## src/base64_stream_decoder_core_defines.svh

```systemverilog
// Assertion macros for the base64 stream decoder.
`ifndef BASE64_STREAM_DECODER_CORE_DEFINES_SVH
`define BASE64_STREAM_DECODER_CORE_DEFINES_SVH

`ifndef NO_ASSERTIONS
`define B64D_ASSERT_SAME(label, ante, cons) \
	label: assert property (@(posedge clk) disable iff (!arst_n) (ante) |-> (cons)) \
		else $error("b64d same-cycle check failed");
`define B64D_ASSERT_NEXT(label, ante, cons) \
	label: assert property (@(posedge clk) disable iff (!arst_n) (ante) |=> (cons)) \
		else $error("b64d next-cycle check failed");
`else
`define B64D_ASSERT_SAME(label, ante, cons)
`define B64D_ASSERT_NEXT(label, ante, cons)
`endif

`endif

```

## src/b64d_pkg.sv

```systemverilog
package b64d_pkg;

	localparam logic [1:0] REQ_CHAR    = 2'd0;
	localparam logic [1:0] REQ_FLUSH   = 2'd1;
	localparam logic [1:0] REQ_RESTART = 2'd2;

	localparam logic       KIND_DATA   = 1'b0;
	localparam logic       KIND_STATUS = 1'b1;

	localparam logic [1:0] ST_OK         = 2'd0;
	localparam logic [1:0] ST_INVALID    = 2'd1;
	localparam logic [1:0] ST_AFTER_PAD  = 2'd2;
	localparam logic [1:0] ST_INCOMPLETE = 2'd3;

	localparam logic [1:0] CLS_SYM   = 2'd0;
	localparam logic [1:0] CLS_PAD   = 2'd1;
	localparam logic [1:0] CLS_SPACE = 2'd2;
	localparam logic [1:0] CLS_BAD   = 2'd3;

	typedef struct packed {
		logic [1:0] req_type;
		logic [7:0] char_in;
	} in_t;

	typedef struct packed {
		logic       result_kind;
		logic [7:0] data_byte;
		logic [1:0] status_code;
		logic       finished_flag;
	} out_t;

	typedef struct packed {
		logic [1:0] cls;
		logic [5:0] val;
	} sym_t;

endpackage

```

## src/base64_stream_decoder_core.sv

```systemverilog
// Streaming base64 decoder, one request per cycle unless the result channel stalls.
// Request channel (req_valid/req_ready, req): a character, a flush check or
// a restart. Result channel (res_valid/res_ready, res): a decoded byte or a
// status report; each request gives at most one result.
// A request accepted lands in the input register; its result is registered
// in the result register when the request advances, and shown from then on.
// Throughput is one request per cycle unless results stall: the single
// decode pass between the input register and the result register updates
// phase, leftover bits, sticky error and padding flag together.
// When the receiver stalls, the result register holds and the input
// register still takes one more request; req_ready drops only when both
// are full and res_ready is low.
// Reset clears both valid flags and the decoder state (phase at bit zero,
// no leftover bits, no error, no padding seen). A restart request does the
// same to the decoder state without a result.
`include "base64_stream_decoder_core_defines.svh"
module base64_stream_decoder_core (
	input  logic            clk,
	input  logic            arst_n,
	input  logic            req_valid,
	output logic            req_ready,
	input  b64d_pkg::in_t   req,
	output logic            res_valid,
	input  logic            res_ready,
	output b64d_pkg::out_t  res
);
	import b64d_pkg::*;

	logic  valid_s1;
	in_t   req_s1;
	logic  advance;
	sym_t  sym;
	logic  eng_valid;
	out_t  eng_res;
	logic  out_valid_q;
	out_t  out_q;

	assign advance = valid_s1 && (!out_valid_q || res_ready);
	assign req_ready = !valid_s1 || advance;
	assign res_valid = out_valid_q;
	assign res = out_q;

	always_ff @(posedge clk or negedge arst_n) begin
		if (!arst_n) begin
			valid_s1 <= 1'b0;
		end else if (req_ready) begin
			valid_s1 <= req_valid;
		end
	end

	always_ff @(posedge clk) begin
		if (req_ready && req_valid)
			req_s1 <= req;
	end

	b64d_classify u_classify (
		.char_in (req_s1.char_in),
		.sym     (sym)
	);

	b64d_engine u_engine (
		.clk       (clk),
		.arst_n    (arst_n),
		.fire      (advance),
		.req       (req_s1),
		.sym       (sym),
		.res_valid (eng_valid),
		.res       (eng_res)
	);

	always_ff @(posedge clk or negedge arst_n) begin
		if (!arst_n) begin
			out_valid_q <= 1'b0;
		end else if (advance) begin
			out_valid_q <= eng_valid;
		end else if (res_ready) begin
			out_valid_q <= 1'b0;
		end
	end

	always_ff @(posedge clk) begin
		if (advance)
			out_q <= eng_res;
	end

	`B64D_ASSERT_SAME(a_stall_only_when_full, !req_ready, valid_s1 && out_valid_q && !res_ready)
	`B64D_ASSERT_NEXT(a_flush_reports, advance && req_s1.req_type == REQ_FLUSH,
		res_valid && res.result_kind == KIND_STATUS)
	`B64D_ASSERT_NEXT(a_restart_silent, advance && req_s1.req_type == REQ_RESTART, !res_valid)
	`B64D_ASSERT_SAME(a_data_ok, res_valid && res.result_kind == KIND_DATA,
		res.status_code == ST_OK)

endmodule

```

## src/b64d_classify.sv

```systemverilog
module b64d_classify (
	input  logic [7:0]    char_in,
	output b64d_pkg::sym_t sym
);
	import b64d_pkg::*;

	localparam logic [7:0] LOWER_BASE = 8'd26;
	localparam logic [7:0] DIGIT_BASE = 8'd52;

	logic [7:0] tmp;

	always_comb begin
		tmp = 8'd0;
		sym.cls = CLS_BAD;
		sym.val = 6'd0;
		if (char_in inside {[8'h41:8'h5a]}) begin
			tmp = char_in - 8'h41;
			sym.cls = CLS_SYM;
		end else if (char_in inside {[8'h61:8'h7a]}) begin
			tmp = char_in - 8'h61 + LOWER_BASE;
			sym.cls = CLS_SYM;
		end else if (char_in inside {[8'h30:8'h39]}) begin
			tmp = char_in - 8'h30 + DIGIT_BASE;
			sym.cls = CLS_SYM;
		end else if (char_in == 8'h2b) begin
			tmp = 8'd62;
			sym.cls = CLS_SYM;
		end else if (char_in == 8'h2f) begin
			tmp = 8'd63;
			sym.cls = CLS_SYM;
		end else if (char_in == 8'h3d) begin
			sym.cls = CLS_PAD;
		end else if (char_in inside {8'h20, [8'h09:8'h0d]}) begin
			sym.cls = CLS_SPACE;
		end
		sym.val = tmp[5:0];
	end

endmodule

```

## src/b64d_engine.sv

```systemverilog
module b64d_engine (
	input  logic            clk,
	input  logic            arst_n,
	input  logic            fire,
	input  b64d_pkg::in_t   req,
	input  b64d_pkg::sym_t  sym,
	output logic            res_valid,
	output b64d_pkg::out_t  res
);
	import b64d_pkg::*;

	localparam logic [2:0] PH_BIT0 = 3'd0;
	localparam logic [2:0] PH_BIT2 = 3'd1;
	localparam logic [2:0] PH_BIT4 = 3'd2;
	localparam logic [2:0] PH_BIT6 = 3'd3;
	localparam logic [2:0] PH_PAD  = 3'd4;

	logic [2:0] phase_q, phase_d;
	logic [5:0] left_q, left_d;
	logic [1:0] err_q, err_d;
	logic       pad_q, pad_d;

	always_comb begin
		phase_d = phase_q;
		left_d = left_q;
		err_d = err_q;
		pad_d = pad_q;
		res_valid = 1'b0;
		res.result_kind = KIND_STATUS;
		res.data_byte = 8'd0;
		res.status_code = ST_OK;
		res.finished_flag = pad_q;
		case (req.req_type)
			REQ_RESTART: begin
				phase_d = PH_BIT0;
				left_d = 6'd0;
				err_d = ST_OK;
				pad_d = 1'b0;
			end
			REQ_FLUSH: begin
				res_valid = 1'b1;
				if (err_q != ST_OK)
					res.status_code = err_q;
				else if (phase_q inside {PH_BIT2, PH_BIT4, PH_BIT6})
					res.status_code = ST_INCOMPLETE;
			end
			REQ_CHAR: begin
				if (err_q == ST_OK) begin
					case (sym.cls)
						CLS_BAD: begin
							err_d = ST_INVALID;
							res_valid = 1'b1;
							res.status_code = ST_INVALID;
						end
						CLS_PAD: begin
							pad_d = 1'b1;
							phase_d = PH_PAD;
							left_d = 6'd0;
						end
						CLS_SYM: begin
							case (phase_q)
								PH_BIT0: begin
									left_d = sym.val;
									phase_d = PH_BIT2;
								end
								PH_BIT2: begin
									res_valid = 1'b1;
									res.result_kind = KIND_DATA;
									res.data_byte = {left_q, sym.val[5:4]};
									left_d = {2'd0, sym.val[3:0]};
									phase_d = PH_BIT4;
								end
								PH_BIT4: begin
									res_valid = 1'b1;
									res.result_kind = KIND_DATA;
									res.data_byte = {left_q[3:0], sym.val[5:2]};
									left_d = {4'd0, sym.val[1:0]};
									phase_d = PH_BIT6;
								end
								PH_BIT6: begin
									res_valid = 1'b1;
									res.result_kind = KIND_DATA;
									res.data_byte = {left_q[1:0], sym.val};
									left_d = 6'd0;
									phase_d = PH_BIT0;
								end
								default: begin
									err_d = ST_AFTER_PAD;
									res_valid = 1'b1;
									res.status_code = ST_AFTER_PAD;
								end
							endcase
						end
						default: ;
					endcase
				end
			end
			default: ;
		endcase
	end

	always_ff @(posedge clk or negedge arst_n) begin
		if (!arst_n) begin
			phase_q <= PH_BIT0;
			left_q <= 6'd0;
			err_q <= ST_OK;
			pad_q <= 1'b0;
		end else if (fire) begin
			phase_q <= phase_d;
			left_q <= left_d;
			err_q <= err_d;
			pad_q <= pad_d;
		end
	end

endmodule
```

## config.mk

```make
export PLATFORM = sky130hd
export DESIGN_NAME = base64_stream_decoder_core
export DESIGN_NICKNAME = d
export VERILOG_FILES = /design/src/b64d_pkg.sv /design/src/base64_stream_decoder_core.sv /design/src/b64d_classify.sv /design/src/b64d_engine.sv
export VERILOG_INCLUDE_DIRS = /design/src /design/src/src
export SDC_FILE = /design/constraint.sdc
export NUM_CORES = 1
export LEC_CHECK = 0
export ABC_AREA = 1
export BUFFER_PORTS_ARGS = -buffer_cell sky130_fd_sc_hd__buf_2
export CORE_MARGIN = 2
export CORE_UTILIZATION = 35
export CTS_BUF_LIST = sky130_fd_sc_hd__clkbuf_2
export DETAILED_ROUTE_END_ITERATION = 7
export PLACE_DENSITY = 0.48
export RECOVER_POWER = 100
export SETUP_SLACK_MARGIN = 0.15
export SYNTH_ARGS = -nofsm -noshare
export SYNTH_HDL_FRONTEND = slang
export SYNTH_SLANG_ARGS = --single-unit
```

## constraint.sdc

```tcl
create_clock -name clk -period 3.16 [get_ports clk]
set_clock_uncertainty 0.1 [all_clocks]
set_input_delay 0.948 -clock clk [delete_from_list [all_inputs] [get_ports clk]]
set_output_delay 0.948 -clock clk [all_outputs]
set_load 0.1 [all_outputs]
```

==> reports/qor.yml <==
status: "finished clean"
antenna_cells_inserted: 0
synth.most_common_cell: "sky130_fd_sc_hd__nand2_1"
hold_viol_final: 0
die_height_um: 87.81
remaining_drc_errors: 0
ys_ff_latch: 36
hpwl_dp_mm: 4.486
cts_hold_buffers: 0
max_freq_mhz: 334.7
worst_vdd_drop_mv: 0.2422
power_density_nw_per_um2: 413.6
ratio_of_cells_with_drive_above_1_in_the_final_layout_pct: 27.37
first_global_vias: 2053
rsz0062_at_grt: "true"
initial_utilization_pct: 36.19
power_report.internal_total_w: 0.0007455
synth_top_area_share_pct: 26.87
portBuffers: 27
async_reset_ff_share_pct: 38.89
critical_path_class: "reg2reg"
clk_latency_ns: 0.37
combPwrFrac_pct: 37.2
netlist_top_cells_area: "sky130_fd_sc_hd__edfxtp_1 27%, sky130_fd_sc_hd__dfrtp_1 14%, sky130_fd_sc_hd__nand2_1 13%"
synthesis.yosys.warnings: 0
syn-cell-area_sq_um: 2459
tightestPinTransition_ns: 1.183
post-place-ws_ns: 0.07548
critical_path_peak_fanout: 5
synth_sequential_area_ratio_pct: 41.12
synth.top_cells.by_count: "82 x sky130_fd_sc_hd__nand2_1, 43 x sky130_fd_sc_hd__nand3_1, 37 x sky130_fd_sc_hd__inv_1, 22 x sky130_fd_sc_hd__edfxtp_1, 20 x sky130_fd_sc_hd__nor2_1"
drt_wl_total_mm: 6.312
initialDrtViolationCount: 262
synth_area_leader_cell: "sky130_fd_sc_hd__edfxtp_1"
tritoncts: "built"
seq_power_share_pct: 46.4
report.final.slew_viol_count: 0
yosys.cell_types.count: 34
cts_root_cell: "sky130_fd_sc_hd__clkbuf_2"
postSynthNetCount: 337
grt_max_degree: 15
cts_max_path_buffers: 2
reg2regPathDepth: 16
area_growth_syn_to_layout_pct: 25.45
cts_num_sinks: 36
drv_cap: 0
p_leak_nw: 1.364
syn_avg_cell_area_sq_um: 7.931
clock_power_share_pct: 16.4
grt_antenna_before_repair: 0
antenna_violating_nets_post_route: 0
cp.required_ns: 3.37
detailroute.via_count: 2289
grt_pass1_wl_mm: 9.784
synth-edff-count: 22
total_switching_power_w: 0.0005303
wl_per_cell_um: 13.57
cts_buffers: 5
cp-end-kind: "flip-flop"
via_per_inst: 4.923
setup_viol: 0
track_usage_pct: 16.45
worstSetupStartpointType: "flip-flop"
io_pins: 28
gpl_congestion: 0.9642
timing.final.ws_setup_ns: 0.1722
hold_path_depth: 0
crit_arrival_ns: 3.20
clkTransAtPathRegs_ns: 0.19
post-route-util_pct: 45.40
worst_slew_margin_rel_pct: 21.44
num-nets-final: 395
core_sq_um: 6794
syn_inst: 310
floorplan.die.width_um: 87.81
finalSetupTns_ns: 0
holdCritPathClass: "reg2reg"
netSwitchingFraction_pct: 41.57
post-route-min-period_ns: 2.988
h_tree_depth: 2
dr.pass1.iters: 5
design.die.area_sq_um: 7711
synth_ff_type: "sky130_fd_sc_hd__edfxtp_1"
fin_crit_sh_pct: 94.55
std_cell_rows: 30
fillers: 669
grt_overflow: 0
-- layout make-up --
type                    count  area, sq um  area share (%)
clock inverters             1        5.005          0.1623
clock buffers               7        35.03           1.136
inverters                  45        168.9           5.477
multi-input cells         226         1420           46.04
repair buffers             54        324.1           10.51
well taps                  96        120.1           3.895
flip-flops and latches     36         1011           32.78
-- cells in the final DEF, fill, tap and decap left out, types with 2 or more instances in the layout --
master                      netlist  routed
sky130_fd_sc_hd__nand2_1         82      77
sky130_fd_sc_hd__nand3_1         43      41
sky130_fd_sc_hd__inv_1           37      33
sky130_fd_sc_hd__buf_4            2      26
sky130_fd_sc_hd__edfxtp_1        22      22
sky130_fd_sc_hd__nor2_1          20      17
sky130_fd_sc_hd__clkbuf_1         0      14
sky130_fd_sc_hd__dfrtp_1         14      14
sky130_fd_sc_hd__inv_2            8      12
sky130_fd_sc_hd__buf_2            1      12
sky130_fd_sc_hd__nand2_2          6       8
sky130_fd_sc_hd__a21oi_1          8       8
sky130_fd_sc_hd__clkbuf_2         0       8
sky130_fd_sc_hd__nor2_4           6       7
sky130_fd_sc_hd__o21ai_0          8       7
sky130_fd_sc_hd__nand4_1          6       6
sky130_fd_sc_hd__ha_4             0       6
sky130_fd_sc_hd__ha_1            13       6
sky130_fd_sc_hd__nand2_4          2       5
sky130_fd_sc_hd__o21ai_1          5       5
sky130_fd_sc_hd__nor2_2           2       4
sky130_fd_sc_hd__xor2_1           4       4
sky130_fd_sc_hd__nand3_2          2       3
sky130_fd_sc_hd__nand3b_1         2       2
sky130_fd_sc_hd__o2111ai_1        2       2
sky130_fd_sc_hd__o211ai_1         2       2
sky130_fd_sc_hd__a31oi_1          2       2
-- path summary, 6_finish.rpt --
kind | end | from | slack, ns
max | u_engine.left_q[1]$_DFFE_PN0P_ | req_s1[3]$_DFFE_PP_ | 0.17
min | res[0]$_DFFE_PP_ | u_engine.pad_q$_DFFE_PN0P_ | 0.37
max reg2reg | u_engine.left_q[1]$_DFFE_PN0P_ | req_s1[3]$_DFFE_PP_ | 0.17
min reg2reg | res[0]$_DFFE_PP_ | u_engine.pad_q$_DFFE_PN0P_ | 0.37
max in group asynchronous | u_engine.phase_q[1]$_DFFE_PN0P_ | arst_n | 1.93
min in group asynchronous | u_engine.phase_q[0]$_DFFE_PN0P_ | arst_n | 0.52
-- stage by stage --
step                      area (sq um)  hold WS [ns]  total power, W  instances
after CTS                         2801        0.3384        0.001229        447
after global placement            2746        0.3471        0.001022        437
after global routing              3084        0.4089        0.001349        465
after floorplan                   2459        0.3257       0.0009204        310
after detailed placement          2746        0.3311        0.001018        437
final                             3084        0.3749        0.001276        465
-- critical path, cell delays in order, from the launching register on --
cell and delay [ns]:
sky130_fd_sc_hd__edfxtp_1 0.55, sky130_fd_sc_hd__inv_1 0.20, sky130_fd_sc_hd__ha_2 0.24, sky130_fd_sc_hd__nand3_2 0.09, sky130_fd_sc_hd__nand2_2 0.09, sky130_fd_sc_hd__nand3_4 0.11
sky130_fd_sc_hd__nand2_4 0.13, sky130_fd_sc_hd__nand2_4 0.07, sky130_fd_sc_hd__nor3b_4 0.22, sky130_fd_sc_hd__inv_2 0.09, sky130_fd_sc_hd__ha_4 0.16, sky130_fd_sc_hd__or2_4 0.24
sky130_fd_sc_hd__o21ai_4 0.17, sky130_fd_sc_hd__nor2_4 0.06, sky130_fd_sc_hd__buf_4 0.14, sky130_fd_sc_hd__buf_4 0.13, sky130_fd_sc_hd__o22ai_2 0.13
-- power groups by stage --
stage	Sequential (W)	Clock [W]	Combinational [W]
2_1_floorplan	0.000719	0	0.000201
3_3_place_gp	0.000605	0	0.000418
3_5_place_dp	0.000604	0	0.000414
4_1_cts	0.000593	0.000217	0.000419
5_1_grt	0.000599	0.000239	0.000511
6_report	0.000591	0.000210	0.000475
-- sequential cells by signal (all words and copies together) (netlist names) --
register and cells:
res 12, u_engine.pad_q 1, u_engine.left_q 6, u_engine.err_q 2, res_valid 1, valid_s1 1
u_engine.phase_q 3, req_s1 10
-- layer usage --
metal / global-route usage [%] / up-vias / share of wire, %
met2: 25.55 / 99 / 46
met4: 4.476 / 0 / 1.1
li1: - / 1143 / -
met5: 0 / - / 0
met1: 23.06 / 1040 / 47
met3: 3.864 / 7 / 6.0
-- timing repair --
action | in CTS | in global routing
pin swaps | 0 | 13
resized for setup | 1 | 39
endpoints found under the setup margin | 7 | 21
setup buffers | 2 | 18
-- cells by family (layout without fill, tap and decap cells) --
family	after synthesis	in the layout	synth area share, %
buffers and inverters	48	107	7.684
XOR/XNOR	5	5	1.781
flip-flops	36	36	41.12
adder cells (fa/ha/maj)	13	13	6.616
AND/OR/NAND/NOR	175	175	34.76
AO/OA/AOI/OAI	33	33	8.041
Note: power is estimated with default switching activity, not from simulation.
